[config.mk]
export PLATFORM = sky130hd
export DESIGN_NAME = buc_scale_lane
export DESIGN_NICKNAME = d
export VERILOG_FILES = /design/src/design/buc_pkg.sv /design/src/design/buc_scale_lane.sv
export SDC_FILE = /design/constraint.sdc
export NUM_CORES = 2
export LEC_CHECK = 0
export BUFFER_PORTS_ARGS = -buffer_cell sky130_fd_sc_hd__buf_2
export CORE_ASPECT_RATIO = 0.5
export CORE_MARGIN = 2
export CORE_UTILIZATION = 30
export DETAILED_ROUTE_END_ITERATION = 7
export HOLD_SLACK_MARGIN = 0.12
export PLACE_DENSITY_LB_ADDON = 0.08
export REMOVE_ABC_BUFFERS = 1
export SLEW_MARGIN = 20
export SYNTH_ARGS = -nofsm -noshare
export SYNTH_HDL_FRONTEND = slang
export SYNTH_SLANG_ARGS = --single-unit
[constraint.sdc]
create_clock -name clock -period 11.48 [get_ports clock]
set_clock_uncertainty 0.15 [all_clocks]
set_input_delay 1.148 -clock clock [delete_from_list [all_inputs] [get_ports clock]]
set_output_delay 1.148 -clock clock [all_outputs]
set_load 0.03 [all_outputs]
[src/design/buc_pkg.sv]
// Shared widths, codes and structs for the Burgers upwind cell update.
// No dependencies; every other design file imports this package.
package buc_pkg;

   localparam int DATA_W     = 32;  // Q4.28 cell values
   localparam int CFG_W      = 31;  // courant and diffusion registers
   localparam int LAP_W      = 34;  // left - 2*center + right, signed
   localparam int SQ_W       = 64;  // square of a 32-bit magnitude
   localparam int ADDR_W     = 4;   // three registers at byte 0, 4, 8
   localparam int NUM_STAGES = 7;
   localparam int NUM_LANES  = 3;

   // first stage of each unit in the pipeline (0 is the input register)
   localparam int LANE_STAGE = 2;
   localparam int ACC_STAGE  = 5;

   // flux lane order
   localparam int LANE_LEFT   = 0;
   localparam int LANE_CENTER = 1;
   localparam int LANE_RIGHT  = 2;

   // center upwind factor codes
   localparam logic [1:0] FB_PLUS  = 2'd0;
   localparam logic [1:0] FB_MINUS = 2'd1;
   localparam logic [1:0] FB_ZERO  = 2'd2;

   typedef struct packed {
      logic [CFG_W-1:0] courant;
      logic [CFG_W-1:0] diffusion;
      logic             viscous_en;
   } cfg_type;

   typedef struct packed {
      logic [NUM_STAGES-1:0] en;
   } pipe_ctl_type;

   typedef struct packed {
      logic signed [DATA_W-1:0] center;
      logic                     left_f;
      logic [1:0]               center_f;
      logic                     right_f;
      logic                     lap_neg;
   } side_type;

endpackage

[src/design/buc_scale_lane.sv]
// Three-stage unit: round(factor * operand / 2^SHIFT), half away from zero.
// The product is built from two partial products; depends on buc_pkg.
module buc_scale_lane import buc_pkg::*; #(
   parameter int B_W   = 64,
   parameter int SHIFT = 57,
   parameter int T_W   = 39
) (
   input  logic             clock,
   input  pipe_ctl_type     ctl,
   input  logic [CFG_W-1:0] factor,
   input  logic [B_W-1:0]   operand,
   output logic [T_W-1:0]   term
);

   localparam int LO_W  = 32;
   localparam int HI_W  = B_W - LO_W;
   localparam int LP_W  = CFG_W + LO_W;
   localparam int HP_W  = CFG_W + HI_W;
   localparam int P_W   = CFG_W + B_W;
   localparam int SUM_W = (P_W > SHIFT ? P_W : SHIFT) + 1;
   localparam logic [SUM_W-1:0] HALF = SUM_W'(1) << (SHIFT - 1);

   logic [LP_W-1:0]  lo_prod_ff, lo_prod_in, lo_hold_ff;
   logic [HI_W-1:0]  hi_op_ff;
   logic [HP_W-1:0]  hi_prod_ff, hi_prod_in;
   logic [SUM_W-1:0] sum_ff, sum_in, shifted;

   assign lo_prod_in = LP_W'(factor) * LP_W'(operand[LO_W-1:0]);
   assign hi_prod_in = HP_W'(factor) * HP_W'(hi_op_ff);
   assign sum_in     = SUM_W'(lo_hold_ff) + (SUM_W'(hi_prod_ff) << LO_W) + HALF;
   assign shifted    = sum_ff >> SHIFT;
   assign term       = shifted[T_W-1:0];

   always_ff @(posedge clock) begin
      if (ctl.en[LANE_STAGE]) begin
         lo_prod_ff <= lo_prod_in;
         hi_op_ff   <= operand[B_W-1:LO_W];
      end
      if (ctl.en[LANE_STAGE+1]) begin
         hi_prod_ff <= hi_prod_in;
         lo_hold_ff <= lo_prod_ff;
      end
      if (ctl.en[LANE_STAGE+2]) begin
         sum_ff <= sum_in;
      end
   end

endmodule

After elaboration in Yosys (flattened, before gate mapping)
Index checks and enable logic that the tools add are counted.
{"block": "totals", "ff_bits": 317}
{"block": "op_classes", "n_addsub": 2, "mul": 2}
{"op": "$mul A31 B32 Y63", "count": 2}
{"op": "$add A63 B95 Y96", "count": 1}
{"op": "$add A96 B57 Y96 const B", "count": 1}

Logic depth before layout (Yosys ltp)
{"block": "logic_depth", "depth_word": 2, "mapped_depth": 31, "mapped_depth_nobuf": 29}

Least setup slack after synthesis
OpenSTA, ideal clock, no wires.
{"block": "synth_path", "path_kind": "input -> register", "startpoint": "input port factor[7]", "endpoint": "register lo_prod_ff[61], data pin", "setup_time_ns": 0.258, "arrival_ns": 8.360, "slack_ns": 2.712, "cell_stages": 27, "cell_sequence": "clkbuf_1 clkbuf_1 nand2_1 fa_1 fa_1 fa_1 fa_1 inv_1 fa_1 fa_1 fa_1 inv_1 fa_1 inv_1 ha_1 clkbuf_1 o211ai_1 o211ai_1 a211oi_1 nand3_1 o211ai_1 and4_1 nor3_1 or3b_4 a221o_1 a21oi_2 xnor2_1"}
{"block": "synth_via", "elab_chain_cells": 1}
{"item": "from (decl)", "line": "buc_scale_lane.sv:10", "text": "input logic [CFG_W-1:0] factor,"}
{"item": "$mul A31 B32 Y63", "line": "buc_scale_lane.sv:28", "text": "assign lo_prod_in = LP_W'(factor) * LP_W'(operand[LO_W-1:0]);"}
{"item": "net lo_prod_in[61]", "line": "buc_scale_lane.sv:23", "text": "logic [LP_W-1:0] lo_prod_ff, lo_prod_in, lo_hold_ff;"}
{"item": "to (signal assigned)", "line": "buc_scale_lane.sv:36", "text": "lo_prod_ff <= lo_prod_in;"}
{"item": "to (decl)", "line": "buc_scale_lane.sv:23"}
The timed path passes the listed nets, and every way through them passes these cells.
A chain may end at the register's enable or synchronous reset.

Worst setup path after layout
{"block": "layout_path", "startpoint": "input port factor[5]", "endpoint": "register lo_prod_ff[61], data pin"}
Same word-level chain as after synthesis.

==> results.sh <==
export IMPL_outcome="complete, no violations"
export IMPL_worst_ep_arrival_time_ns=10.00
export IMPL_netlist_top_cells_area="fa_1 (49%), ha_1 (10%), and2_1 (9.3%)"
export IMPL_overflow=0
export IMPL_wl_met3_mm=8.68
export IMPL_viasPerCell=4.60
export IMPL_clk_pin_slew_worst_paths_ns=0.08
export IMPL_yosysTopAreaCell="fa_1"
export IMPL_fin_crit_ns=9.88
export IMPL_cts_sinks=196
export IMPL_grt_pass1_wl_mm=356
export IMPL_initial_core_util=0.303
export IMPL_wirelength_mm=232
export IMPL_wl_per_cell_microns=22.3
export IMPL_dp_hpwl_mm=189
export IMPL_critPathMostFrequentCell="fa_1"
export IMPL_track_usage=0.201
export IMPL_slowest_delay_ns=0.70
export IMPL_route_met2_wl_mm=113
export IMPL_synth_edff_count=196
export IMPL_cpMaxStageDelayCell="buf_2"
export IMPL_path_max_fanout=27
export IMPL_syn_avg_cell_area_sq_um=9.60
export IMPL_clock_latency_ns=0.54
export IMPL_first_pass_iters=5
export IMPL_top_layer="met5"
export IMPL_die_area_sq_um=239000
export IMPL_drc=0
export IMPL_dieHeight_microns=347
export IMPL_path_depth=30
export IMPL_rrSetupSlack_ns=2.37
export IMPL_clockBufferDepth=2
export IMPL_std_cell_rows=125
export IMPL_critPathLaunch="factor[5]"
export IMPL_cts_tree="yes"
export IMPL_rr_worst_depth=25
export IMPL_fin_tns_setup_ns=0
export IMPL_hold_depth=0
export IMPL_pin_count=142
export IMPL_root_buffer="clkbuf_16"
export IMPL_postRouteAntennaNets=0
export IMPL_synth_area_sq_um=70500
export IMPL_synth_cell_types=61
export IMPL_fmax_mhz=101
export IMPL_grt_antenna_before_repair=36
export IMPL_first_iter_violations=2477
export IMPL_hp_class="flip-flop to flip-flop"
export IMPL_vias=47700
export IMPL_hold_violations=0
export IMPL_worstMarginPinSlew_ns=1.05
export IMPL_r2r_end="hi_prod_ff[62]"
export IMPL_setup_worst_path_end="lo_prod_ff[61]"
export IMPL_grt_max_degree=67
export IMPL_cts_buffers=17
export IMPL_syn_to_final_growth_pct=7.12
export IMPL_htree_levels=4
export IMPL_yosys_register_bits=196
export IMPL_routedLengthMet1_mm=108
export IMPL_gp_congestion=0.813
export IMPL_relSlewSlack=0.300
export IMPL_drive_above_1_share=0.0490
export IMPL_critPathCaptureType="flip-flop"
export IMPL_rsz0062_at_grt="false"
export IMPL_netlist_instances=7344
export IMPL_timing_rr_start="hi_op_ff[18]"
export IMPL_setup_viol=0
export IMPL_ctsHoldBuffers=0
export IMPL_ys_flop_type="edfxtp_1"
export IMPL_synth_top_cell_area_share=0.492
export IMPL_grt_pass1_vias=53800
export IMPL_worstPathRequired_ns=11.59
export IMPL_synthArstFlopShare=0
export IMPL_maxSlewViolCount=0
export IMPL_nets=9640
export IMPL_yosysWarnings=0
export IMPL_core_area_sq_um=233000
export IMPL_worstSetupPathType="input port to flip-flop"
export IMPL_cp_start_kind="input port"
export IMPL_cts_resized=0
export IMPL_critPathBufInv=9
export IMPL_yosysSeqAreaShare=0.0835
export IMPL_maxCapViolCount=0
export IMPL_die_w_microns=690
export IMPL_io_buffers=137
export IMPL_period_share=0.861
export IMPL_post_cts_setup_buffers=0
export IMPL_crit_family="adder cells"
[kinds of logic (layout without fill, tap and decap cells)]
| kind of cell | after synthesis | after routing | share of synthesized area |
|---|---|---|---|
| XOR/XNOR | 134 | 134 | 0.0166 |
| AO/OA/AOI/OAI | 391 | 391 | 0.0354 |
| buffers and inverters | 2047 | 1952 | 0.109 |
| other | 0 | 9 | 0 |
| AND/OR/NAND/NOR | 2276 | 2276 | 0.163 |
| flip-flops | 196 | 196 | 0.0835 |
| adder cells (fa/ha/maj) | 2300 | 2300 | 0.593 |
[Yosys cell counts, drive strengths merged, types with 2 or more instances]
master / count
o21a: 7
nor2: 77
and4: 6
or2: 4
edfxtp: 196
a311o: 3
a21boi: 7
and2: 1049
xnor2: 88
nor2b: 9
a21o: 61
o22ai: 2
o211ai: 14
xor2: 46
nor3: 12
o41ai: 2
a211oi: 13
o31ai: 7
o21bai: 21
a211o: 3
nand2b: 7
nand2: 1021
a221o: 3
inv: 1613
o221ai: 3
buf: 4
a41o: 3
ha: 569
nand4: 34
nor4: 3
o21ai: 66
fa: 1731
a21oi: 144
a311oi: 4
and3: 20
a221oi: 2
a31o: 2
nand3: 28
o2111ai: 6
clkbuf: 430
a31oi: 10
or4: 3
[how the worst min path moves through the flow]
stage | slack (ns) | startpoint | endpoint
floorplan | 0.25 | lo_prod_ff[32] | lo_hold_ff[32]
global placement | 0.25 | lo_prod_ff[37] | lo_hold_ff[37]
detailed placement | 0.26 | lo_prod_ff[35] | lo_hold_ff[35]
CTS | 0.27 | lo_prod_ff[54] | lo_hold_ff[54]
global route | 0.27 | lo_prod_ff[54] | lo_hold_ff[54]
finish | 0.26 | lo_prod_ff[54] | lo_hold_ff[54]
[layout make-up]
type / instances / area, sq um
fillers: 24400 / 157000
multi-input cells: 5101 / 56900
inverters: 1613 / 6050
flip-flops and latches: 196 / 5890
well taps: 3111 / 3890
repair buffers: 308 / 2150
clock buffers: 17 / 425
clock inverters: 14 / 160
diodes: 9 / 22.5
[worst reg2reg max path: stages (launching register included)]
cell,delay [ns]
edfxtp_1,0.67
buf_4,0.33
and2_1,0.19
fa_1,0.51
fa_1,0.58
inv_1,0.06
fa_1,0.49
fa_1,0.51
inv_1,0.05
fa_1,0.60
fa_1,0.45
fa_1,0.51
fa_1,0.43
ha_1,0.41
nand2_1,0.10
o21ai_1,0.27
a31oi_1,0.11
or4_1,0.56
a211oi_1,0.56
o2111ai_1,0.28
a21oi_1,0.23
buf_4,0.20
a21oi_1,0.16
o21ai_1,0.21
a21oi_1,0.10
xnor2_1,0.13
[flip-flops by register name (all words and copies together) (netlist names)]
register    cells
hi_op_ff       32
hi_prod_ff     63
lo_hold_ff     31
lo_prod_ff     31
sum_ff         39
[per-stage QoR]
step / worst slack (ns) / hold WS, ns / cells / instance area (sq um) / util
2_1_floorplan: 3.18 / 0.250 / 6910 / 68900 / -
3_3_place_gp: 1.02 / 0.254 / 10300 / 74900 / 0.321
3_5_place_dp: 1.01 / 0.256 / 10300 / 74900 / 0.322
4_1_cts: 1.57 / 0.270 / 10400 / 75500 / 0.324
5_1_grt: 1.20 / 0.271 / 10400 / 75500 / 0.324
6_report: 1.60 / 0.265 / 10400 / 75500 / 0.324
[layer usage]
layer,GRT usage,up-vias
li1,-,21300
met1,0.286,25500
met2,0.344,782
met3,0.0166,96
met4,0.0216,2
met5,0,-
[cell usage in the layout, fill, tap and decap left out, types with 4 or more instances in the layout]
master,n
o21ai_0,54
and2_1,1049
o21ai_1,12
xnor2_1,88
a21boi_0,4
buf_4,169
o2111ai_1,6
o31ai_1,7
nand4_1,34
and3_1,20
o21bai_1,21
clkbuf_16,17
nand2b_1,7
nor2_1,77
a31oi_1,9
nor2b_1,9
edfxtp_1,196
ha_1,569
a21o_1,61
fa_1,1731
and4_1,6
nand3_1,28
xor2_1,46
o21a_1,7
buf_2,127
diode_2,9
buf_12,11
o211ai_1,14
a21oi_1,141
or2_2,4
nand2_1,1021
nor3_1,11
clkinv_8,4
inv_6,4
inv_1,1613
a211oi_1,13
Power is not shown: default switching activity piles up to over one toggle a cycle in this logic, so the estimate is an artifact.
