**src/design/buc_pkg.sv**
```systemverilog
// Shared widths, codes and structs for the Burgers upwind cell update.
// No dependencies; every other design file imports this package.
package buc_pkg;

   localparam int DATA_W     = 32;  // Q4.28 cell values
   localparam int CFG_W      = 31;  // courant and diffusion registers
   localparam int LAP_W      = 34;  // left - 2*center + right, signed
   localparam int SQ_W       = 64;  // square of a 32-bit magnitude
   localparam int ADDR_W     = 4;   // three registers at byte 0, 4, 8
   localparam int NUM_STAGES = 7;
   localparam int NUM_LANES  = 3;

   // first stage of each unit in the pipeline (0 is the input register)
   localparam int LANE_STAGE = 2;
   localparam int ACC_STAGE  = 5;

   // flux lane order
   localparam int LANE_LEFT   = 0;
   localparam int LANE_CENTER = 1;
   localparam int LANE_RIGHT  = 2;

   // center upwind factor codes
   localparam logic [1:0] FB_PLUS  = 2'd0;
   localparam logic [1:0] FB_MINUS = 2'd1;
   localparam logic [1:0] FB_ZERO  = 2'd2;

   typedef struct packed {
      logic [CFG_W-1:0] courant;
      logic [CFG_W-1:0] diffusion;
      logic             viscous_en;
   } cfg_type;

   typedef struct packed {
      logic [NUM_STAGES-1:0] en;
   } pipe_ctl_type;

   typedef struct packed {
      logic signed [DATA_W-1:0] center;
      logic                     left_f;
      logic [1:0]               center_f;
      logic                     right_f;
      logic                     lap_neg;
   } side_type;

endpackage

```
**src/design/buc_csr.sv**
```systemverilog
// APB-style register block: courant number, diffusion number, viscous enable.
// Depends on buc_pkg for cfg_type and widths.
module buc_csr import buc_pkg::*; #(
   parameter int FRAC_BITS = 28
) (
   input  logic              clock,
   input  logic              reset,
   input  logic              psel,
   input  logic              penable,
   input  logic              pwrite,
   input  logic [ADDR_W-1:0] paddr,
   input  logic [31:0]       pwdata,
   output logic [31:0]       prdata,
   output logic              pready,
   output cfg_type           cfg
);

   localparam logic [1:0] REG_COURANT   = 2'd0;
   localparam logic [1:0] REG_DIFFUSION = 2'd1;
   localparam logic [1:0] REG_VISCOUS   = 2'd2;

   localparam logic [CFG_W-1:0] COURANT_RESET = CFG_W'(64'd1 << FRAC_BITS);

   cfg_type    cfg_ff, cfg_in;
   logic [1:0] index;
   logic       write_en;

   assign index    = paddr[ADDR_W-1:2];
   assign write_en = psel && penable && pwrite && pready;
   assign pready   = 1'b1;
   assign cfg      = cfg_ff;

   always_comb begin
      cfg_in = cfg_ff;
      if (write_en) begin
         unique case (index)
            REG_COURANT:   cfg_in.courant    = pwdata[CFG_W-1:0];
            REG_DIFFUSION: cfg_in.diffusion  = pwdata[CFG_W-1:0];
            REG_VISCOUS:   cfg_in.viscous_en = pwdata[0];
            default: ;
         endcase
      end
   end

   always_comb begin
      unique case (index)
         REG_COURANT:   prdata = {1'b0, cfg_ff.courant};
         REG_DIFFUSION: prdata = {1'b0, cfg_ff.diffusion};
         REG_VISCOUS:   prdata = {31'd0, cfg_ff.viscous_en};
         default:       prdata = 32'd0;
      endcase
   end

   always_ff @(posedge clock) begin
      if (reset) begin
         cfg_ff.courant    <= COURANT_RESET;
         cfg_ff.diffusion  <= '0;
         cfg_ff.viscous_en <= 1'b0;
      end else begin
         cfg_ff <= cfg_in;
      end
   end

endmodule

```
**config.mk**
```make
export PLATFORM = sky130hd
export DESIGN_NAME = buc_csr
export DESIGN_NICKNAME = d
export VERILOG_FILES = /design/src/design/buc_pkg.sv /design/src/design/buc_csr.sv
export SDC_FILE = /design/constraint.sdc
export NUM_CORES = 1
export LEC_CHECK = 0
export BUFFER_PORTS_ARGS = -buffer_cell sky130_fd_sc_hd__clkbuf_2
export CAP_MARGIN = 20
export CORE_MARGIN = 1
export CORE_UTILIZATION = 51
export DETAILED_ROUTE_END_ITERATION = 7
export GPL_ROUTABILITY_DRIVEN = 0
export GPL_TIMING_DRIVEN = 0
export PLACE_DENSITY = 0.85
export SLEW_MARGIN = 30
export SYNTH_ARGS = -nofsm -noshare
export SYNTH_HDL_FRONTEND = slang
export SYNTH_SLANG_ARGS = --single-unit
```
**constraint.sdc**
```tcl
create_clock -name clock -period 3.2 [get_ports clock]
set_input_delay 0.16 -clock clock [delete_from_list [all_inputs] [get_ports clock]]
set_output_delay 0.16 -clock clock [all_outputs]
set_load 0.01 [all_outputs]
```
# Yosys cells after proc, flatten, opt, wreduce, memory -nomap -nowiden
# Cells that the tools add are included.
dict set report totals {
  register_bits 63
  inputBits 41
  out_inout_bits 96
}
dict set report classes {
  eq_ne 2
  muxes 1
  reduce_logical 6
}
# op n
set op_table {}
lappend op_table {{$pmux 31 s3} 1}
lappend op_table {{$reduce_and 2->1} 3}
lappend op_table {{$eq 2x1->1 const B} 1}
lappend op_table {{$eq 2x2->1 const B} 1}
lappend op_table {{$logic_and 1x1->1} 2}
lappend op_table {{$logic_not 2->1} 1}

# Longest topological paths before layout
# Gate-level depths: netlist of run 1.
dict set report depth {
  ltp_word 3
  depth_mapped 5
  depth_no_buf 3
}

# Worst setup path after synthesis of run 1
# No wires, ideal clock.
dict set report synth_timing {
  path_type {input to register}
  startpoint {input paddr[3]}
  endpoint {register cfg_ff, in the netlist cfg[53]}
  arrival_time_ns 1.038
  setup_slack_ns 2.043
  cell_stages 4
  cell_sequence {clkbuf_8 > or3_2 > buf_4 > mux2i_1}
}
dict set report synth_between {
  elab_chain_cells 2
}
# element line_no
set synth_rtl {}
lappend synth_rtl {{start: declaration} buc_csr.sv:11} ;# input logic [ADDR_W-1:0] paddr,
lappend synth_rtl {{$logic_not 2->1} buc_csr.sv:36} ;# unique case (index)
lappend synth_rtl {{$reduce_and 2->1 (no line)} -}
lappend synth_rtl {{end signal: assignment} buc_csr.sv:60} ;# cfg_ff <= cfg_in;
lappend synth_rtl {{end: declaration} buc_csr.sv:24} ;# cfg_type cfg_ff, cfg_in;
# No other way between the ends.
# A chain may end at the register's enable or synchronous reset.

# Final worst setup path of run 1
dict set report layout_timing {
  startpoint {register cfg_ff, in the netlist cfg[56]}
  endpoint {output prdata[24]}
}
dict set report layout_between {
  elab_chain_cells 1
}
# element line_no
set layout_rtl {}
lappend layout_rtl {{$pmux 31 s3} buc_csr.sv:46} ;# unique case (index)
lappend layout_rtl {{end: declaration} buc_csr.sv:13} ;# output logic [31:0] prdata,
# No other way between the ends.

==> impl_metrics.env, run 1 <==
export IMPL_die_h_um=80.71
export IMPL_drt_total_wl_mm=7.761
export IMPL_reg2reg_slack_ns=2.55
export IMPL_ys_ff_latch=63
export IMPL_slew_viol_final=0
export IMPL_num_io_pins=137
export IMPL_power_share_sequential_pct=50.4
export IMPL_hold_start="pwdata[28]"
export IMPL_stdcell_area_um2=4078
export IMPL_drt_iter0_markers=57
export IMPL_cts_root_buf="clkbuf_8"
export IMPL_cts_sinks=63
export IMPL_area_growth_pct=29.07
export IMPL_cts_resized=0
export IMPL_portBuffers=128
export IMPL_grt_pass1_wl_mm=12.20
export IMPL_crit_type="flop to output port"
export IMPL_via_count=2661
export IMPL_row_count=28
export IMPL_relSlewSlack_pct=59.64
export IMPL_worst_slack_ns=1.944
export IMPL_irDropWorstVdd_v=0.0002874
export IMPL_wire_per_inst_um=14.40
export IMPL_dpl_cell_area_um2=3894
export IMPL_dp_cells=523
export IMPL_clk_path_buf_depth=2
export IMPL_power_w=0.001591
export IMPL_design_die_area_um2=6513
export IMPL_place_ws_ns=1.783
export IMPL_startpoint="cfg[56]"
export IMPL_p_switching_w=0.0003993
export IMPL_finalNetCount=500
export IMPL_clk_pin_slew_worst_paths_ns=0.08
export IMPL_crit_slowest_cell="dfxtp_1"
export IMPL_synth_distinct_cells=20
export IMPL_wl_met2_mm=3.845
export IMPL_post_cts_buffers=0
export IMPL_wl_met3_um=329
export IMPL_end_kind="output port"
export IMPL_start_util_pct=53.05
export IMPL_worst_pin_slew_ns=0.6054
export IMPL_switching_share_pct=25.09
export IMPL_grt_use_total_pct=24.87
export IMPL_cap_violations=0
export IMPL_wl_met1_mm=3.495
export IMPL_p_comb_share_pct=10.1
export IMPL_grt_antenna_before_repair=0
export IMPL_yosysSeqAreaShare_pct=39.92
export IMPL_stdcell_count=539
export IMPL_powerDensity_nw_per_um2=390.3
export IMPL_top_layer="met4"
export IMPL_drc=0
export IMPL_via_per_inst=4.937
export IMPL_timing_rr_end="cfg[60]"
export IMPL_finalSetupViolations=0
export IMPL_crit_path_end="prdata[24]"
export IMPL_fp_dieW_um=80.71
export IMPL_r2r_cells=2
export IMPL_cp_max_fo=3
export IMPL_htreeDepth=3
export IMPL_overflow=0
export IMPL_dpl_hpwl_mm=5.811
export IMPL_status="finished, final reports clean"
export IMPL_finalHoldViolations=0
export IMPL_p_leak_nw=2.039
export IMPL_r2r_start="cfg[60]"
export IMPL_power_share_clock_pct=39.5
export IMPL_fin_crit_sh_pct=39.25
export IMPL_ys_warn_count=0
export IMPL_layout_commonest_cell="clkbuf_2"
export IMPL_setup_tns_ns=0
export IMPL_crit_required_ns=3.04
export IMPL_diodes=0
export IMPL_arrival_ns=1.10
export IMPL_final_cell_mix="128 x clkbuf_2, 94 x mux2i_1, 93 x nand2b_1, 63 x dfxtp_1, 32 x nor2_1"
export IMPL_worstSkewPairLatency_ns=0.32
export IMPL_worst_setup_path_start_kind="flop"
export IMPL_path_cells="mux2i_1, nor2_1, clkbuf_2"
export IMPL_drive_above_1_share_pct=34.70
export IMPL_syn_nets=361
export IMPL_p_int_w=0.001192
export IMPL_fmax_mhz=796.3
export IMPL_fillers=486
export IMPL_synthCells=320
export IMPL_dr_pass1_iters=4
export IMPL_cts_buffers=9
export IMPL_cts_hold_buf=0
export IMPL_tritoncts="built"
export IMPL_rsz0062_at_grt="false"
export IMPL_clock_skew_ns=0
export IMPL_hold_path_class="primary input to flop"
export IMPL_largest_reg_flops=63
export IMPL_min_period_ns=1.256
export IMPL_grt_max_degree=12
export IMPL_syn_cell_area_um2=3159
export IMPL_drtAntennaViolNets=0
export IMPL_max_stage_delay_ns=0.37
export IMPL_grt_pass1_vias=2577
export IMPL_postSynthAreaPerCell_um2=9.873
export IMPL_core_um2=5956
==> metrics by stage <==
step	hold WS [ns]	utilization, %
final	0.08563	68.47
after global routing	0.08078	68.47
after CTS	0.08172	68.47
after detailed placement	0.4415	65.38
after global placement	0.4286	65.38
after floorplan	0.3153	-
==> cell families after synthesis <==
group	synth area share (%)
AND/OR/NAND/NOR	24.12
flip-flops	39.92
multiplexers	29.78
buffers and inverters	5.782
other	0.2377
AO/OA/AOI/OAI	0.1583
==> synthesized netlist by cell type <==
master	n	area, um^2
nand4_1	1	6.260
nor3_2	1	10.01
clkbuf_1	13	48.80
buf_12	2	40.04
nand3_2	1	10.01
nor2b_1	1	6.260
buf_6	2	22.52
nor3b_1	1	7.510
or3_2	1	7.510
o21ai_0	1	5.000
nand2_1	1	3.750
conb_1	2	7.510
clkbuf_8	1	13.76
buf_4	5	37.54
buf_2	4	20.02
or3b_1	1	8.760
dfxtp_1	63	1261
mux2i_1	94	940.9
nor2_1	32	120.1
nand2b_1	93	581.8
==> power by group through the flow <==
stage,clock [W],sequential [W],combinational [W]
CTS,0.000637,0.000802,0.000163
global route,0.000671,0.000803,0.000175
floorplan,0,0.000823,0.0000963
finish,0.000628,0.000802,0.000161
global placement,0,0.000819,0.000160
detailed placement,0,0.000820,0.000162
==> routing by layer <==
layer / up-vias / track usage, %
li1: 1329 / -
met1: 1239 / 29.57
met2: 83 / 43.73
met3: 10 / 5.000
met4: 0 / 9.643
met5: - / 0
==> cell type report <==
class                           count  area, um^2  area share, %
Multi-Input combinational cell    230        1715          42.07
Sequential cell                    63        1261          30.93
Timing Repair Buffer              128       640.6          15.71
Buffer                             27       182.7          4.480
Clock buffer                       11       151.4          3.713
Tap cell                           75       93.84          2.301
Clock inverter                      5       32.53         0.7978
==> worst min path at each step <==
stage                     endpoint  slack, ns  depth (start not counted)
after floorplan            cfg[29]       0.32                          2
after global placement     cfg[29]       0.43                          3
after detailed placement   cfg[38]       0.44                          3
after CTS                  cfg[59]       0.08                          3
after global routing       cfg[11]       0.08                          3
final                      cfg[29]       0.09                          3
==> worst max-delay path: cells and delay by family (launching register included) <==
family	cells	cell delay, ns
multiplexers	1	0.09
buffers and inverters	1	0.16
AND/OR/NAND/NOR	1	0.14
flip-flops	1	0.37
(Power assumes the default switching activity.)
==> inputs of run 2 (changes only) <==
--- a/config.mk
+++ b/config.mk
@@ -5,14 +5,15 @@
 export SDC_FILE = /design/constraint.sdc
 export NUM_CORES = 1
 export LEC_CHECK = 0
+export ABC_AREA = 1
 export BUFFER_PORTS_ARGS = -buffer_cell sky130_fd_sc_hd__clkbuf_2
 export CAP_MARGIN = 20
 export CORE_MARGIN = 1
-export CORE_UTILIZATION = 51
+export CORE_UTILIZATION = 42
 export DETAILED_ROUTE_END_ITERATION = 7
 export GPL_ROUTABILITY_DRIVEN = 0
 export GPL_TIMING_DRIVEN = 0
-export PLACE_DENSITY = 0.85
+export PLACE_DENSITY = 0.76
 export SLEW_MARGIN = 30
 export SYNTH_ARGS = -nofsm -noshare
 export SYNTH_HDL_FRONTEND = slang
==> constraint.sdc (replaced) <==
create_clock -name clock -period 1 [get_ports clock]
set_input_delay 0.05 -clock clock [delete_from_list [all_inputs] [get_ports clock]]
set_output_delay 0.05 -clock clock [all_outputs]
set_load 0.01 [all_outputs]
==> run 2 against run 1 <==
  * The run now ends with setup timing left
  * Routed wire length grew 23%
  * Cell count grew 30%
  * Global-route usage grew 1.8 points
  * Core utilization shrank 3.8 points
  * Critical endpoint is now prdata[22]
==> impl_metrics.env, run 2 <==
export IMPL_drt_iter0_markers=134
export IMPL_worst_setup_path_start_kind="flop"
export IMPL_grt_use_total_pct=26.63
export IMPL_relSlewSlack_pct=66.26
export IMPL_r2r_start="cfg[31]"
export IMPL_yosysMostFrequentCell="nor2_1"
export IMPL_min_period_ns=1.050
export IMPL_hold_path_class="primary input to flop"
export IMPL_synth_compound_area_share_pct=9.288
export IMPL_cts_buffers=9
export IMPL_layout_commonest_cell="clkbuf_2"
export IMPL_gr_usage_met3_pct=6.256
export IMPL_yosys_top_cells_count="124 x nor2_1, 69 x nand2_1, 65 x nand3_1, 63 x dfxtp_1, 32 x inv_1"
export IMPL_cp_max_fo=2
export IMPL_worstSkewPairLatency_ns=0.33
export IMPL_row_count=30
export IMPL_clk_path_buf_depth=2
export IMPL_met2_usage_pct=46.25
export IMPL_design_die_area_um2=7330
export IMPL_clk_pin_slew_worst_paths_ns=0.07
export IMPL_finalHoldViolations=0
export IMPL_grt_max_degree=11
export IMPL_num_io_pins=137
export IMPL_yosys_area_share_adder_pct=0
export IMPL_yosysTopAreaCellShare_pct=42.95
export IMPL_stdcell_area_um2=4370
export IMPL_dr_pass1_iters=4
export IMPL_synth_edf_count=0
export IMPL_fp_dieW_um=85.62
export IMPL_timing_rr_end="cfg[31]"
export IMPL_cts_sinks=63
export IMPL_p_leak_nw=2.354
export IMPL_dpl_hpwl_mm=6.249
export IMPL_drt_total_wl_mm=9.565
export IMPL_area_growth_pct=48.83
export IMPL_utilization_pct=64.69
export IMPL_yosysSeqAreaShare_pct=42.95
export IMPL_start_util_pct=43.46
export IMPL_grt_pass1_wl_mm=15.01
export IMPL_syn_cell_area_um2=2937
export IMPL_worst_pin_slew_ns=0.5060
export IMPL_core_um2=6756
export IMPL_via_count=3486
export IMPL_busiest_layer="met2"
export IMPL_reg2reg_slack_ns=0.22
export IMPL_finalSetupViolations=30
export IMPL_cap_violations=0
export IMPL_synth_largest_area_cell="dfxtp_1"
export IMPL_crit_path_end="prdata[22]"
export IMPL_place_ws_ns=-0.1452
export IMPL_stdcell_count=702
export IMPL_path_cells="a22o_1, clkbuf_2"
export IMPL_rsz0062_at_grt="true"
export IMPL_max_stage_delay_ns=0.32
export IMPL_dpl_cell_area_um2=3692
export IMPL_setup_tns_ns=-0.6622
export IMPL_fin_crit_sh_pct=105.0
export IMPL_syn_nets=468
export IMPL_synthCells=427
export IMPL_drive_above_1_share_pct=45.82
export IMPL_drc=0
export IMPL_overflow=0
export IMPL_failed_checks="setup timing"
export IMPL_irDropWorstVdd_v=0.0007478
export IMPL_slew_viol_final=0
export IMPL_synth_mux_area_share_pct=0
export IMPL_yosys_top_cells_area="dfxtp_1 43%, nor2_1 16%, nand3_1 11%, a22o_1 8.9%, nand2_1 8.8%"
export IMPL_synth_ff_type="dfxtp_1"
export IMPL_grt_pass1_vias=3141
export IMPL_cp_num_buf_inv=1
export IMPL_end_kind="output port"
export IMPL_startpoint="cfg[23]"
export IMPL_dp_cells=638
export IMPL_synth_xor_area_share_pct=0
export IMPL_powerDensity_nw_per_um2=1292
export IMPL_postSynthAreaPerCell_um2=6.877
export IMPL_largest_reg_flops=63
export IMPL_crit_type="flop to output port"
export IMPL_grt_antenna_before_repair=0
export IMPL_htreeDepth=3
export IMPL_synth_simple_gate_area_share_pct=37.15
export IMPL_cts_root_buf="clkbuf_8"
export IMPL_synth_top_family_by_area="simple AND/OR/NAND/NOR gates"
export IMPL_clock_skew_ns=0
export IMPL_tritoncts="built"
export IMPL_worst_path_stages=2
export IMPL_grt_use_met1_pct=32.09
export IMPL_ys_ff_latch=63
export IMPL_drtAntennaViolNets=0
export IMPL_diodes=0
export IMPL_status="complete, but fails checks"
export IMPL_ys_warn_count=0
export IMPL_crit_slowest_cell="dfxtp_2"
export IMPL_r2r_cells=3
export IMPL_final_cell_mix="128 x clkbuf_2, 124 x nor2_1, 69 x nand2_1, 65 x nand3_1, 59 x buf_4"
export IMPL_die_h_um=85.62
export IMPL_path_delay_family="flip-flops"
export IMPL_fmax_mhz=952.4
export IMPL_crit_required_ns=0.95
export IMPL_wire_per_inst_um=13.63
export IMPL_finalNetCount=658
export IMPL_worst_slack_ns=-0.05000
export IMPL_via_per_inst=4.966
export IMPL_synthArstFlopShare_pct=0
export IMPL_arrival_ns=1.00
export IMPL_portBuffers=131
export IMPL_synth_distinct_cells=16
-- run 2: per-stage QoR --
stage          total power [W]  hold WS [ns]
2_1_floorplan         0.003047        0.1762
3_3_place_gp          0.003299        0.2900
3_5_place_dp          0.003312        0.2924
5_1_grt               0.005878       0.03964
6_report              0.005645       0.02851
4_1_cts               0.005656       0.01916
-- run 2: how the worst min path moves through the flow --
stage / slack [ns] / to / start / depth (start not counted)
after detailed placement: 0.29 / cfg[60] / pwdata[28] / 3
final: 0.03 / cfg[54] / reset / 4
after floorplan: 0.18 / cfg[60] / pwdata[28] / 2
after CTS: 0.02 / cfg[54] / reset / 4
after global routing: 0.04 / cfg[44] / pwdata[12] / 5
after global placement: 0.29 / cfg[60] / pwdata[28] / 3
-- run 2: worst min-delay path: stages --
cell      delay [ns]
clkbuf_2        0.09
inv_2           0.08
nand2_1         0.08
nor2_1          0.03
-- run 2: timing repair --
| action | CTS | global route |
|---|---|---|
| cloned | 0 | 0 |
| resized for setup | 63 | 10 |
| endpoints found under the setup margin | 31 | 31 |
| pin swaps | 29 | 1 |
| endpoints found under the hold margin | 1 | 0 |
| setup buffers | 47 | 0 |
| hold buffers | 1 | 0 |
-- run 2: cell type report --
type	instances	area (um^2)
Inverter	35	131.4
Tap cell	80	100.1
Timing Repair Buffer	179	1018
Buffer	32	201.4
Fill cell	626	2386
Clock buffer	13	168.9
Clock inverter	3	40.04
Multi-Input combinational cell	297	1376
Sequential cell	63	1334
-- run 2: report_power, final --
group	internal, W	switching, W	leakage (nW)	total (W)
clock network	0.00135	0.000943	0.109	0.00229
registers	0.00257	0.0000347	0.537	0.00261
logic	0.000302	0.000443	1.71	0.000745
-- run 2: cell families after synthesis --
logic type / after synthesis
AND/OR/NAND/NOR: 263
other: 2
flip-flops: 63
AO/OA/AOI/OAI: 32
buffers and inverters: 67
-- run 2: routing by layer --
metal	routed length [um]	part of all wire [%]	up-vias
met5	0	0	-
met4	98	1.0	0
met3	686	7.2	10
met2	4842	51	146
met1	3939	41	1594
li1	-	-	1736
