--- src/design/buc_pkg.sv ---
// Shared widths, codes and structs for the Burgers upwind cell update.
// No dependencies; every other design file imports this package.
package buc_pkg;

   localparam int DATA_W     = 32;  // Q4.28 cell values
   localparam int CFG_W      = 31;  // courant and diffusion registers
   localparam int LAP_W      = 34;  // left - 2*center + right, signed
   localparam int SQ_W       = 64;  // square of a 32-bit magnitude
   localparam int ADDR_W     = 4;   // three registers at byte 0, 4, 8
   localparam int NUM_STAGES = 7;
   localparam int NUM_LANES  = 3;

   // first stage of each unit in the pipeline (0 is the input register)
   localparam int LANE_STAGE = 2;
   localparam int ACC_STAGE  = 5;

   // flux lane order
   localparam int LANE_LEFT   = 0;
   localparam int LANE_CENTER = 1;
   localparam int LANE_RIGHT  = 2;

   // center upwind factor codes
   localparam logic [1:0] FB_PLUS  = 2'd0;
   localparam logic [1:0] FB_MINUS = 2'd1;
   localparam logic [1:0] FB_ZERO  = 2'd2;

   typedef struct packed {
      logic [CFG_W-1:0] courant;
      logic [CFG_W-1:0] diffusion;
      logic             viscous_en;
   } cfg_type;

   typedef struct packed {
      logic [NUM_STAGES-1:0] en;
   } pipe_ctl_type;

   typedef struct packed {
      logic signed [DATA_W-1:0] center;
      logic                     left_f;
      logic [1:0]               center_f;
      logic                     right_f;
      logic                     lap_neg;
   } side_type;

endpackage

--- src/design/buc_accum.sv ---
// Signs and gates the four scaled terms, sums them with the center value and
// saturates to 32 bits over two stages. Depends on buc_pkg.
module buc_accum import buc_pkg::*; #(
   parameter int FLUX_TW = 39,
   parameter int VISC_TW = 38,
   parameter int ACC_W   = 43
) (
   input  logic                     clock,
   input  pipe_ctl_type             ctl,
   input  logic                     viscous_en,
   input  side_type                 side,
   input  logic [FLUX_TW-1:0]       flux_term [NUM_LANES],
   input  logic [VISC_TW-1:0]       visc_term,
   output logic signed [DATA_W-1:0] new_value,
   output logic                     left_factor,
   output logic [1:0]               center_factor,
   output logic                     right_factor,
   output logic                     saturated
);

   logic signed [ACC_W-1:0] f_left, f_center, f_right, f_visc;
   logic signed [ACC_W-1:0] t_left, t_center, t_right, t_visc;
   logic signed [ACC_W-1:0] sum_a_ff, sum_a_in, sum_b_ff, sum_b_in, total;
   side_type                side_ff;
   logic                    overflow;
   logic signed [DATA_W-1:0] value_in, value_ff;
   logic                    sat_in, sat_ff;
   logic                    left_ff, right_ff;
   logic [1:0]              center_ff;

   always_comb begin
      f_left   = ACC_W'(flux_term[LANE_LEFT]);
      f_center = ACC_W'(flux_term[LANE_CENTER]);
      f_right  = ACC_W'(flux_term[LANE_RIGHT]);
      f_visc   = ACC_W'(visc_term);

      case (side.center_f)
         FB_PLUS:  t_center = -f_center;
         FB_MINUS: t_center = f_center;
         default:  t_center = '0;
      endcase
      t_left  = side.left_f ? f_left : '0;
      t_right = side.right_f ? -f_right : '0;
      if (viscous_en) begin
         t_visc = side.lap_neg ? -f_visc : f_visc;
      end else begin
         t_visc = '0;
      end

      sum_a_in = ACC_W'(side.center) + t_center + t_left;
      sum_b_in = t_right + t_visc;
   end

   // clip when the bits above the sign of a 32-bit value disagree
   always_comb begin
      total    = sum_a_ff + sum_b_ff;
      overflow = !((&total[ACC_W-1:DATA_W-1]) || !(|total[ACC_W-1:DATA_W-1]));
      if (overflow) begin
         value_in = total[ACC_W-1] ? {1'b1, {(DATA_W-1){1'b0}}}
                                   : {1'b0, {(DATA_W-1){1'b1}}};
      end else begin
         value_in = total[DATA_W-1:0];
      end
      sat_in = overflow;
   end

   always_ff @(posedge clock) begin
      if (ctl.en[ACC_STAGE]) begin
         sum_a_ff <= sum_a_in;
         sum_b_ff <= sum_b_in;
         side_ff  <= side;
      end
      if (ctl.en[ACC_STAGE+1]) begin
         value_ff  <= value_in;
         sat_ff    <= sat_in;
         left_ff   <= side_ff.left_f;
         center_ff <= side_ff.center_f;
         right_ff  <= side_ff.right_f;
      end
   end

   assign new_value     = value_ff;
   assign saturated     = sat_ff;
   assign left_factor   = left_ff;
   assign center_factor = center_ff;
   assign right_factor  = right_ff;

endmodule

--- config.mk ---
export PLATFORM = sky130hd
export DESIGN_NAME = buc_accum
export DESIGN_NICKNAME = d
export VERILOG_FILES = /design/src/design/buc_pkg.sv /design/src/design/buc_accum.sv
export SDC_FILE = /design/constraint.sdc
export NUM_CORES = 1
export LEC_CHECK = 0
export ABC_AREA = 1
export BUFFER_PORTS_ARGS = -buffer_cell sky130_fd_sc_hd__buf_2
export CORE_MARGIN = 2
export CORE_UTILIZATION = 30
export DETAILED_ROUTE_END_ITERATION = 12
export PLACE_DENSITY = 0.5
export SLEW_MARGIN = 25
export SYNTH_ARGS = -nofsm -noshare
export SYNTH_HDL_FRONTEND = slang
export SYNTH_SLANG_ARGS = --single-unit
--- constraint.sdc ---
create_clock -name clock -period 8.2 [get_ports clock]
set_input_delay 0 -clock clock [delete_from_list [all_inputs] [get_ports clock]]
set_output_delay 0 -clock clock [all_outputs]
set_load 0.02 [all_outputs]
## Word level (Yosys, flattened, before mapping)

Index checks and enable logic that the tools add are counted.

| storage, ports and cells | value |
|---|---|
| flip-flop bits (word level) | 127 |
| input port bits | 201 |
| output and inout bits | 37 |
| word-level logic and storage cells | 31 |

| cells by class | value |
|---|---|
| add/sub/neg operators | 7 |
| equality and inequality tests | 1 |
| mux-type cells | 7 |
| reduce and logical (&&, ||, !) cells | 6 |

Operators with widths:

| cell | count |
|---|---|
| 43-bit 2-to-1 mux | 3 |
| 43-bit adder | 2 |
| 39-bit negation with 43-bit output | 2 |
| 43-bit case mux with 2 select lines | 1 |
| 32-bit 2-to-1 mux | 2 |
| 32-bit by 43-bit adder with 43-bit output | 1 |
| 43-bit by 40-bit adder with 43-bit output | 1 |
| 38-bit negation with 43-bit output | 1 |
| 39-bit 2-to-1 mux | 1 |
| 12-bit AND reduction | 1 |
| 12-bit OR reduction | 1 |
| 2-bit by 1-bit equality test with 1-bit output, second input constant | 1 |
| 1-bit zero test | 2 |
| 2-bit zero test | 1 |
| 1-bit logical OR | 1 |

## Depth between registers and ports, before layout

Gate-level depths: netlist of run 1.

| logic depth | value |
|---|---|
| depth in word-level cells | 5 |
| depth in mapped cells | 27 |
| gate-level depth less buffers | 27 |

## Worst setup path before layout of run 1

No wires, ideal clock.

| path | value |
|---|---|
| path kind | input to register |
| start point | input flux_term[40] in the netlist's numbering |
| end point | register sum_a_ff[42], data pin |
| setup time | 259 ps |
| data arrival time | 3372 ps |
| data required time | 7941 ps |
| slack | 4569 ps |
| cell stages on the path | 22 |
| buffers on the path | 0 |
| cell sequence | inv_1 -> ha_1 -> nand4_1 -> nor3_1 -> nand2_1 -> inv_1 -> nand2_1 -> nor2_1 -> nand3_1 -> nand3b_1 -> and3_1 -> nor3_1 -> fa_1 -> ha_1 -> nand2_1 -> nor2_1 -> inv_1 -> nor4_1 -> o21ai_0 -> nand3_1 -> a21oi_1 -> xnor2_1 |

| between the ends | value |
|---|---|
| word-level cells in the longest chain between the ends | 4 |

Ends and longest elaborated chain:

| element | RTL line | text |
|---|---|---|
| from (decl) | buc_accum.sv:12 | `input logic [FLUX_TW-1:0] flux_term [NUM_LANES],` |
| 39-bit negation with 43-bit output | buc_accum.sv:38 | `FB_PLUS: t_center = -f_center;` |
| 43-bit case mux with 2 select lines (*) | buc_accum.sv:37 | `case (side.center_f)` |
| 32-bit by 43-bit adder with 43-bit output (*) | buc_accum.sv:50 | `sum_a_in = ACC_W'(side.center) + t_center + t_left;` |
| 43-bit by 40-bit adder with 43-bit output (*) | buc_accum.sv:50 |  |
| via sum_a_in[42] | buc_accum.sv:23 | `logic signed [ACC_W-1:0] sum_a_ff, sum_a_in, sum_b_ff, sum_b_in, total;` |
| to (signal assigned) | buc_accum.sv:69 | `sum_a_ff <= sum_a_in;` |
| to (decl) | buc_accum.sv:23 |  |

The timed path passes the listed nets; every way through them passes the cells marked *.
A chain may end at the register's enable or synchronous reset.

## Final worst setup path of run 1

| path | value |
|---|---|
| start point | input side[3] in the netlist's numbering |
| end point | register sum_a_ff[31], data pin |

| between the ends | value |
|---|---|
| word-level cells in the longest chain between the ends | 4 |

Ends and longest elaborated chain:

| element | RTL line | text |
|---|---|---|
| from (decl) | buc_accum.sv:11 | `input side_type side,` |
| 2-bit by 1-bit equality test with 1-bit output / 2-bit zero test (equally long branches) | buc_accum.sv:37 |  |
| 43-bit case mux with 2 select lines (*) | buc_accum.sv:37 |  |
| 32-bit by 43-bit adder with 43-bit output (*) | buc_accum.sv:50 |  |
| 43-bit by 40-bit adder with 43-bit output (*) | buc_accum.sv:50 |  |
| via sum_a_in[31] | buc_accum.sv:23 |  |

Marked as above.

==> flow_metrics.py, run 1 <==
metrics = {
    "timing": {
        "worst_slew_pin_slew_ps": 943,
        "drv_slew": 0,
        "fin_ws_ps": 3350,
        "slew-limit-headroom_pct": 37.0,
        "finalHoldViolCount": 0,
        "min_period_over_period_pct": 59.1,
        "min_period_ps": 4850,
        "fin_setup_tns_ps": 0,
        "fmax_ghz": 0.206,
        "skew_ps": 9.82,
        "rsz0062_at_grt": "no",
        "setup_viol": 0,
    },
    "die": {
        "coreArea_um2": 56200,
        "rows": 87,
        "die_area_um2": 58600,
        "pin_count": 238,
        "die_w_um": 242,
        "die_h_um": 242,
        "start_util_pct": 30.3,
    },
    "layout": {
        "fillCellCount": 6260,
        "area.sequential_um2": 3810,
        "areaGrowthSynthToFinish_pct": 15.4,
        "multiInputGateArea_um2": 11500,
        "final_nets": 3202,
        "drive_gt1_share_pct": 11.1,
        "layout_common_cells": "651 x nand2_1, 398 x inv_1, 322 x nor2_1",
        "final_common_cell": "nand2_1",
    },
    "job": {
        "maxCapViolations": 0,
    },
    "status": {
        "outcome": "finished, final reports clean",
    },
    "detailed_routing": {
        "wl_per_cell_um": 16.2,
        "routed_wl_um": 58300,
        "dr.pass1.iters": 5,
        "antenna_left": 0,
        "vias": 17700,
        "drt_iter0_drc": 1082,
        "drcViolationCount": 0,
        "vias_per_cell": 4.92,
    },
    "synthesis": {
        "async_flop_share_pct": 0,
        "synth_cells": 2607,
        "syn_avg_cell_area_um2": 6.52,
        "syn-cell-area_um2": 17000,
        "ys_seq_area_share_pct": 22.4,
        "synth_edf_count": 127,
        "synthFlopType": "edfxtp_1",
        "synth_cell_types": 48,
        "synth_nets": 2981,
        "ys_ff_latch": 127,
        "yosysWarnings": 0,
    },
    "clock_network": {
        "cts_buffers": 17,
        "cts_buffer_depth": 2,
        "path_clk_slew_ps": 70,
        "clk_latency_ps": 440,
        "cts_tree": "done",
        "cts-root-buf": "clkbuf_16",
        "cts.sinks": 127,
        "h-tree-depth": 4,
    },
    "power_and_ir_drop": {
        "p_leak_nw": 9.64,
        "total_power_mw": 4.05,
        "vdd_ir_drop_max_v": 0.000174,
        "p_per_area_nw_per_um2": 206,
    },
    "placed_design": {
        "port_buffers": 232,
        "dpl_worst_slack_ps": 3340,
        "dpl.hpwl_um": 50700,
        "gp_congestion": 0.941,
    },
    "worst_setup_path": {
        "rr_startpoint": "sum_b_ff[0]",
        "crit_start": "side[3]",
        "cp.arrival_ps": 5120,
        "critPathKind": "in2reg",
        "cp_max_fo": 30,
        "required_ps": 8470,
        "critPathLaunchType": "input port",
        "reg2reg_slack_ps": 4550,
        "crit_path_end_kind": "flip-flop",
    },
    "hold_path": {
        "min-delay-start": "visc_term[0]",
        "worst_hold_path_type": "in2reg",
    },
    "global_routing": {
        "grt_pass1_vias": 17300,
        "grt_max_degree": 76,
        "grt_use_total_pct": 19.7,
        "antenna_found_initial": 0,
        "overflow": 0,
        "grt_first_pass_wirelength_um": 92100,
    },
}
-- worst max-delay path: stages --
cell and delay (ps):
dlygate4sd3_1 520, buf_2 340, inv_1 520, o21ai_0 210, a21oi_1 80, fa_1 570
ha_1 280, inv_1 110, fa_1 530, o21ai_0 590, nand2_1 100, nand2_1 200
nand2_1 80, nand2_1 100, nand2_1 50, nand2_1 100, a21oi_1 130, o21bai_1 240
nand2_1 90, nand2_1 80, xor2_1 180
-- cells by family after synthesis --
family / count (synthesis) / synth area share [%]
simple gates: 1257 / 31.3
compound gates: 498 / 15.9
buf+inv: 436 / 9.82
fa+ha+maj: 173 / 14.6
flops: 127 / 22.4
xor+xnor: 116 / 5.98
-- power breakdown --
group | total (mW) | internal [mW] | leakage, nW | switching (mW)
Combinational | 2.21 | 0.733 | 8.08 | 1.48
Sequential | 1.01 | 0.938 | 1.24 | 0.0737
Clock | 0.826 | 0.472 | 0.314 | 0.354
-- flip-flops by register name, summed over array words and instances, names as in the netlist --
signal and cells:
new_value 32, center_factor 2, right_factor 1, side_ff 4
sum_b_ff 43, left_factor 1, sum_a_ff 43, saturated 1
-- cell type report --
cell class,count,area share (%)
antenna,1,0.0128
clock buffer,17,2.17
clock inverter,15,1.09
inverter,403,7.71
multi-input combinational,2044,58.7
sequential,127,19.4
tap,756,4.82
timing repair buffer,235,6.07
-- final timing paths --
kind	endpoint	cells after the start
worst min-delay path	sum_b_ff[0]	4
worst min register to register	center_factor[0]	0
worst max-delay path	sum_a_ff[31]	21
worst max register to register	new_value[26]	18
-- per-stage QoR --
step	instances	hold WS [ps]	area, µm²	util, %
after floorplan	2607	98.9	17000	-
after global placement	3563	399	19000	33.8
after detailed placement	3563	399	19000	33.8
after CTS	3597	36.9	19600	34.9
after global routing	3597	60.1	19600	34.9
final	3598	54.3	19600	34.9
-- cells in the mapped netlist (30+ instances only) --
cell type  count  share of area, %
edfxtp_1     127                22
ha_1         131               9.6
nand3_1      101               3.0
a31oi_1       30               1.1
inv_1        398               8.8
nand2_1      651                14
a21oi_1      236               6.9
xor2_1        73               3.8
xnor2_1       43               2.2
o21ai_0      165               4.9
nor3_1        60               1.8
fa_1          42               4.9
nor2_1       322               7.1
-- repair_timing --
item,4_1_cts,5_1_grt
buffers inserted,0,0
hold buffers,2,0
endpoints found under the hold margin,16,0
resized for setup,0,0
-- routing by layer --
layer / vias to the layer above / wire (µm) / GRT usage [%]
li1: 9071 / - / -
met1: 8139 / 27300 / 26.4
met2: 448 / 27600 / 34.3
met3: 37 / 2660 / 2.18
met4: 0 / 715 / 3.83
met5: - / 0 / 0
(Power assumes the default switching activity.)
==> run 2, diff against run 1 <==
Settings changed: PLACE_DENSITY 0.5 to 0.52.
Clock period 8.2 ns to 4.25 ns, I/O delays scaled along.
==> run 2 against run 1 <==
Net effect:
- via count increased by 1.7%
- non-clock buffer count is 58 higher
- utilization is 0.68 points higher
- clock skew decreased by 1.2 ps
- combinational power up 98%
- cell area up 1.9%
- sequential share of layout area down 0.37 points
- hold slack got worse by 11 ps
- critical endpoint is now sum_a_ff[36]
- largest cell class unchanged
==> flow_metrics.py, run 2 (synthesis results as in run 1) <==
metrics = {
    "die": {
        "start_util_pct": 30.3,
        "pin_count": 238,
        "die_h_um": 242,
        "coreArea_um2": 56200,
        "die_w_um": 242,
        "die_area_um2": 58600,
        "rows": 87,
    },
    "timing": {
        "fin_setup_tns_ps": 0,
        "slew-limit-headroom_pct": 44.0,
        "drv_slew": 0,
        "skew_ps": 8.58,
        "setup_viol": 0,
        "min_period_over_period_pct": 91.0,
        "fmax_ghz": 0.259,
        "min_period_ps": 3870,
        "finalHoldViolCount": 0,
        "worst_slew_pin_slew_ps": 841,
        "rsz0062_at_grt": "no",
        "fin_hold_ws_ps": 43.7,
        "fin_ws_ps": 382,
    },
    "clock_network": {
        "h-tree-depth": 4,
        "cts_buffer_depth": 2,
        "path_clk_slew_ps": 60,
        "cts-root-buf": "clkbuf_16",
        "cts_tree": "done",
        "cts.sinks": 127,
        "cts_buffers": 17,
        "post_cts_buffers": 0,
        "clk_latency_ps": 440,
    },
    "detailed_routing": {
        "wl_per_cell_um": 16.5,
        "routed_wl_um": 60300,
        "antenna_left": 0,
        "drt_iter0_drc": 1169,
        "vias_per_cell": 4.92,
        "dr.pass1.iters": 5,
        "drcViolationCount": 0,
        "vias": 18000,
    },
    "placed_design": {
        "gp_congestion": 0.925,
        "dpl_worst_slack_ps": 1.21,
        "dpl.hpwl_um": 52700,
        "port_buffers": 232,
        "place_area_um2": 19400,
        "place_inst": 3621,
    },
    "power_and_ir_drop": {
        "p_leak_nw": 9.89,
        "vdd_ir_drop_max_v": 0.000335,
        "p_per_area_nw_per_um2": 386,
        "total_power_mw": 7.73,
    },
    "job": {
        "maxCapViolations": 0,
    },
    "worst_setup_path": {
        "cp_top_family": "compound AO/OA/AOI/OAI gates",
        "cp_max_fo": 4,
        "critPathLaunchType": "input port",
        "crit_path_end_kind": "flip-flop",
        "path_buf_inv": 4,
        "max_stage_delay_ps": 470,
        "critPathKind": "in2reg",
        "cp_slowest_cell": "fa_1",
        "required_ps": 4440,
        "cp.arrival_ps": 4060,
        "crit_top_cell": "nand2_1",
    },
    "global_routing": {
        "antenna_found_initial": 1,
        "overflow": 0,
        "grt_max_degree": 61,
        "grt_first_pass_wirelength_um": 94400,
        "grt_use_total_pct": 20.4,
        "grt_pass1_vias": 17500,
    },
    "hold_path": {
        "worst_hold_path_type": "in2reg",
    },
    "layout": {
        "areaGrowthSynthToFinish_pct": 17.7,
        "stdcell_area_um2": 20000,
        "final_nets": 3260,
        "final_common_cell": "nand2_1",
        "layout_common_cells": "651 x nand2_1, 398 x inv_1, 322 x nor2_1",
        "instances_no_fill": 3654,
        "antenna_cells": 0,
        "utilization_pct": 35.6,
        "drive_gt1_share_pct": 12.9,
    },
    "status": {
        "outcome": "finished, final reports clean",
    },
}
==> run 2: cell count changes in the layout (fill, tap and decap cells not counted), moves of 2 or more <==
cell      before  now
clkinv_4       1    5
inv_8          7    1
buf_4          2   60
inv_6          2    4
clkinv_8       3    0
nor4_2         1    3
nor4_1        25   23
==> run 2: what timing repair did <==
item                                   in CTS  in global routing
hold buffers                                2                  0
resized for setup                           0                  4
setup endpoints to repair                   0                  3
endpoints found under the hold margin       2                  0
==> run 2: path summary, 6_finish.rpt <==
check           startpoint             to  slack (ps)  cells past startpoint
max          flux_term[41]   sum_a_ff[36]         380                     26
min reg2reg     side_ff[4]    left_factor         420                      0
min           visc_term[0]    sum_b_ff[0]          40                      4
max reg2reg    sum_b_ff[0]  new_value[16]         660                     18
==> run 2: tightest hold or removal path, cell delays in order <==
cell and delay [ps]:
buf_2 110, nand2_1 50, inv_1 60, ha_1 150
==> run 2: layout make-up <==
class                           count  area [µm²]
Clock inverter                     13         133
Multi-Input combinational cell   2044       11500
Timing Repair Buffer              293        1630
Fill cell                        6210       36200
Tap cell                          756         946
Sequential cell                   127        3810
Clock buffer                       18         429
Inverter                          403        1510
==> run 2: routing by layer <==
layer	share of wire, %	up-vias	track usage (%)
met2	46	474	34.6
met3	5.3	49	2.90
met4	1.8	0	5.16
li1	-	9160	-
met1	46	8311	27.2
met5	0	-	0
==> run 2: power by group <==
group,internal (mW),switching [mW]
logic,1.49,2.87
clock network,0.813,0.581
registers,1.81,0.157
total,4.12,3.61
==> run 3, diff against run 2 <==
Settings changed: MAX_ROUTING_LAYER from default to met4.
==> run 3 against run 2 <==
Net effect:
- cell area is 0.53% higher
- combinational power hardly changed
- critical path type unchanged
- first-iteration DRC count is 9.6% lower
- highest routed layer unchanged
==> flow_metrics.py, run 3 (synthesis results as in run 1) <==
metrics = {
    "placed_design": {
        "port_buffers": 232,
        "gp_congestion": 0.961,
        "dpl_worst_slack_ps": -46.2,
        "place_inst": 3623,
        "dpl.hpwl_um": 53200,
    },
    "timing": {
        "finalHoldViolCount": 0,
        "fin_ws_ps": 311,
        "min_period_ps": 3940,
        "worst_slew_pin_slew_ps": 857,
        "fmax_ghz": 0.254,
        "drv_slew": 0,
        "min_period_over_period_pct": 92.7,
        "slew-limit-headroom_pct": 42.8,
        "skew_ps": 8.90,
        "setup_viol": 0,
        "rsz0062_at_grt": "yes",
    },
    "worst_setup_path": {
        "cp.arrival_ps": 4130,
        "required_ps": 4440,
        "crit_path_end_kind": "flip-flop",
        "critPathKind": "in2reg",
        "critPathLaunchType": "input port",
        "cp_max_fo": 26,
    },
    "layout": {
        "areaGrowthSynthToFinish_pct": 18.3,
        "final_nets": 3265,
        "drive_gt1_share_pct": 13.4,
        "antenna_cells": 0,
        "final_common_cell": "nand2_1",
        "layout_common_cells": "651 x nand2_1, 398 x inv_1, 320 x nor2_1",
        "instances_no_fill": 3660,
        "fillCellCount": 6217,
    },
    "detailed_routing": {
        "antenna_left": 0,
        "drt_iter0_drc": 1057,
        "dr.pass1.iters": 7,
        "routed_wl_um": 60300,
        "wl_per_cell_um": 16.5,
        "vias_per_cell": 4.93,
        "vias": 18000,
        "drcViolationCount": 0,
    },
    "global_routing": {
        "grt_max_degree": 49,
        "antenna_found_initial": 2,
        "grt_pass1_vias": 17700,
        "grt_first_pass_wirelength_um": 95600,
        "overflow": 0,
        "grt_use_total_pct": 21.2,
    },
    "hold_path": {
        "worst_hold_path_type": "in2reg",
    },
    "die": {
        "rows": 87,
        "die_w_um": 242,
        "die_h_um": 242,
        "die_area_um2": 58600,
        "start_util_pct": 30.3,
        "pin_count": 238,
        "coreArea_um2": 56200,
    },
    "status": {
        "outcome": "finished, final reports clean",
    },
    "clock_network": {
        "cts_tree": "done",
        "cts.sinks": 127,
        "cts-root-buf": "clkbuf_16",
        "cts_buffers": 17,
        "h-tree-depth": 4,
        "cts_buffer_depth": 2,
        "path_clk_slew_ps": 60,
        "clk_latency_ps": 440,
    },
    "power_and_ir_drop": {
        "total_power_mw": 7.80,
        "p_per_area_nw_per_um2": 388,
        "vdd_ir_drop_max_v": 0.000320,
        "p_leak_nw": 9.92,
    },
    "job": {
        "maxCapViolations": 0,
    },
}
run 3: changes by cell type in the layout (fill, tap and decap cells not counted), sizes merged:
cell / change
bufinv: +1
clkinvlp: +1
dlygate4sd3: +2
inv: -1
buf: +3
run 3: report_power, final:
part / switching (mW) / internal [mW]
combinational: 2.88 / 1.50
clock: 0.582 / 0.871
sequential: 0.158 / 1.81
run 3: final timing paths:
check / start / slack, ps / cells past startpoint / end
worst max-delay path: side[2] / 310 / 17 / sum_a_ff[29]
worst min-delay path: flux_term[0] / 40 / 4 / sum_b_ff[0]
worst max register to register: sum_b_ff[0] / 660 / 18 / new_value[13]
worst min register to register: side_ff[4] / 420 / 0 / left_factor
run 3: stage by stage:
| stage | area (µm²) | hold WS, ps | setup TNS (ps) | util, % |
|---|---|---|---|---|
| detailed placement | 19400 | 283 | -46.2 | 34.6 |
| floorplan | 17000 | 98.9 | 0 | - |
| global placement | 19400 | 280 | -9.43 | 34.6 |
| global route | 20100 | 57.4 | 0 | 35.8 |
| CTS | 20000 | 4.05 | 0 | 35.7 |
| finish | 20100 | 37.5 | 0 | 35.8 |
run 3: worst max-delay path, cell delays in order:
cell and delay (ps):
dlygate4sd3_1 530, buf_2 160, inv_1 130, buf_4 300, o21ai_0 170, o21ai_0 160
a21oi_1 70, fa_1 450, ha_1 380, a21oi_1 190, inv_1 80, a21oi_1 260
o21ai_0 250, a31oi_1 390, o21ai_0 260, a21oi_1 230, xnor2_1 110
run 3: per-layer routing:
| metal | global-route usage [%] | up-vias | part of all wire [%] |
|---|---|---|---|
| met2 | 35.4 | 452 | 47 |
| li1 | - | 9159 | - |
| met5 | - | - | 0 |
| met1 | 27.7 | 8367 | 47 |
| met4 | 4.90 | 0 | 1.8 |
| met3 | 1.94 | 55 | 4.3 |
run 3: repair_timing:
item,CTS,global route
buffers inserted,0,1
setup endpoints to repair,0,14
resized for setup,0,15
endpoints found under the hold margin,4,0
hold buffers,4,0
run 3: cell type report:
class,count,area [µm²],share of cell area [%]
multi-input combinational,2044,11600,57.6
clock inverter,14,159,0.790
tap,756,946,4.70
sequential,127,3810,19.0
clock buffer,18,429,2.13
inverter,403,1510,7.52
timing repair buffer,298,1670,8.30
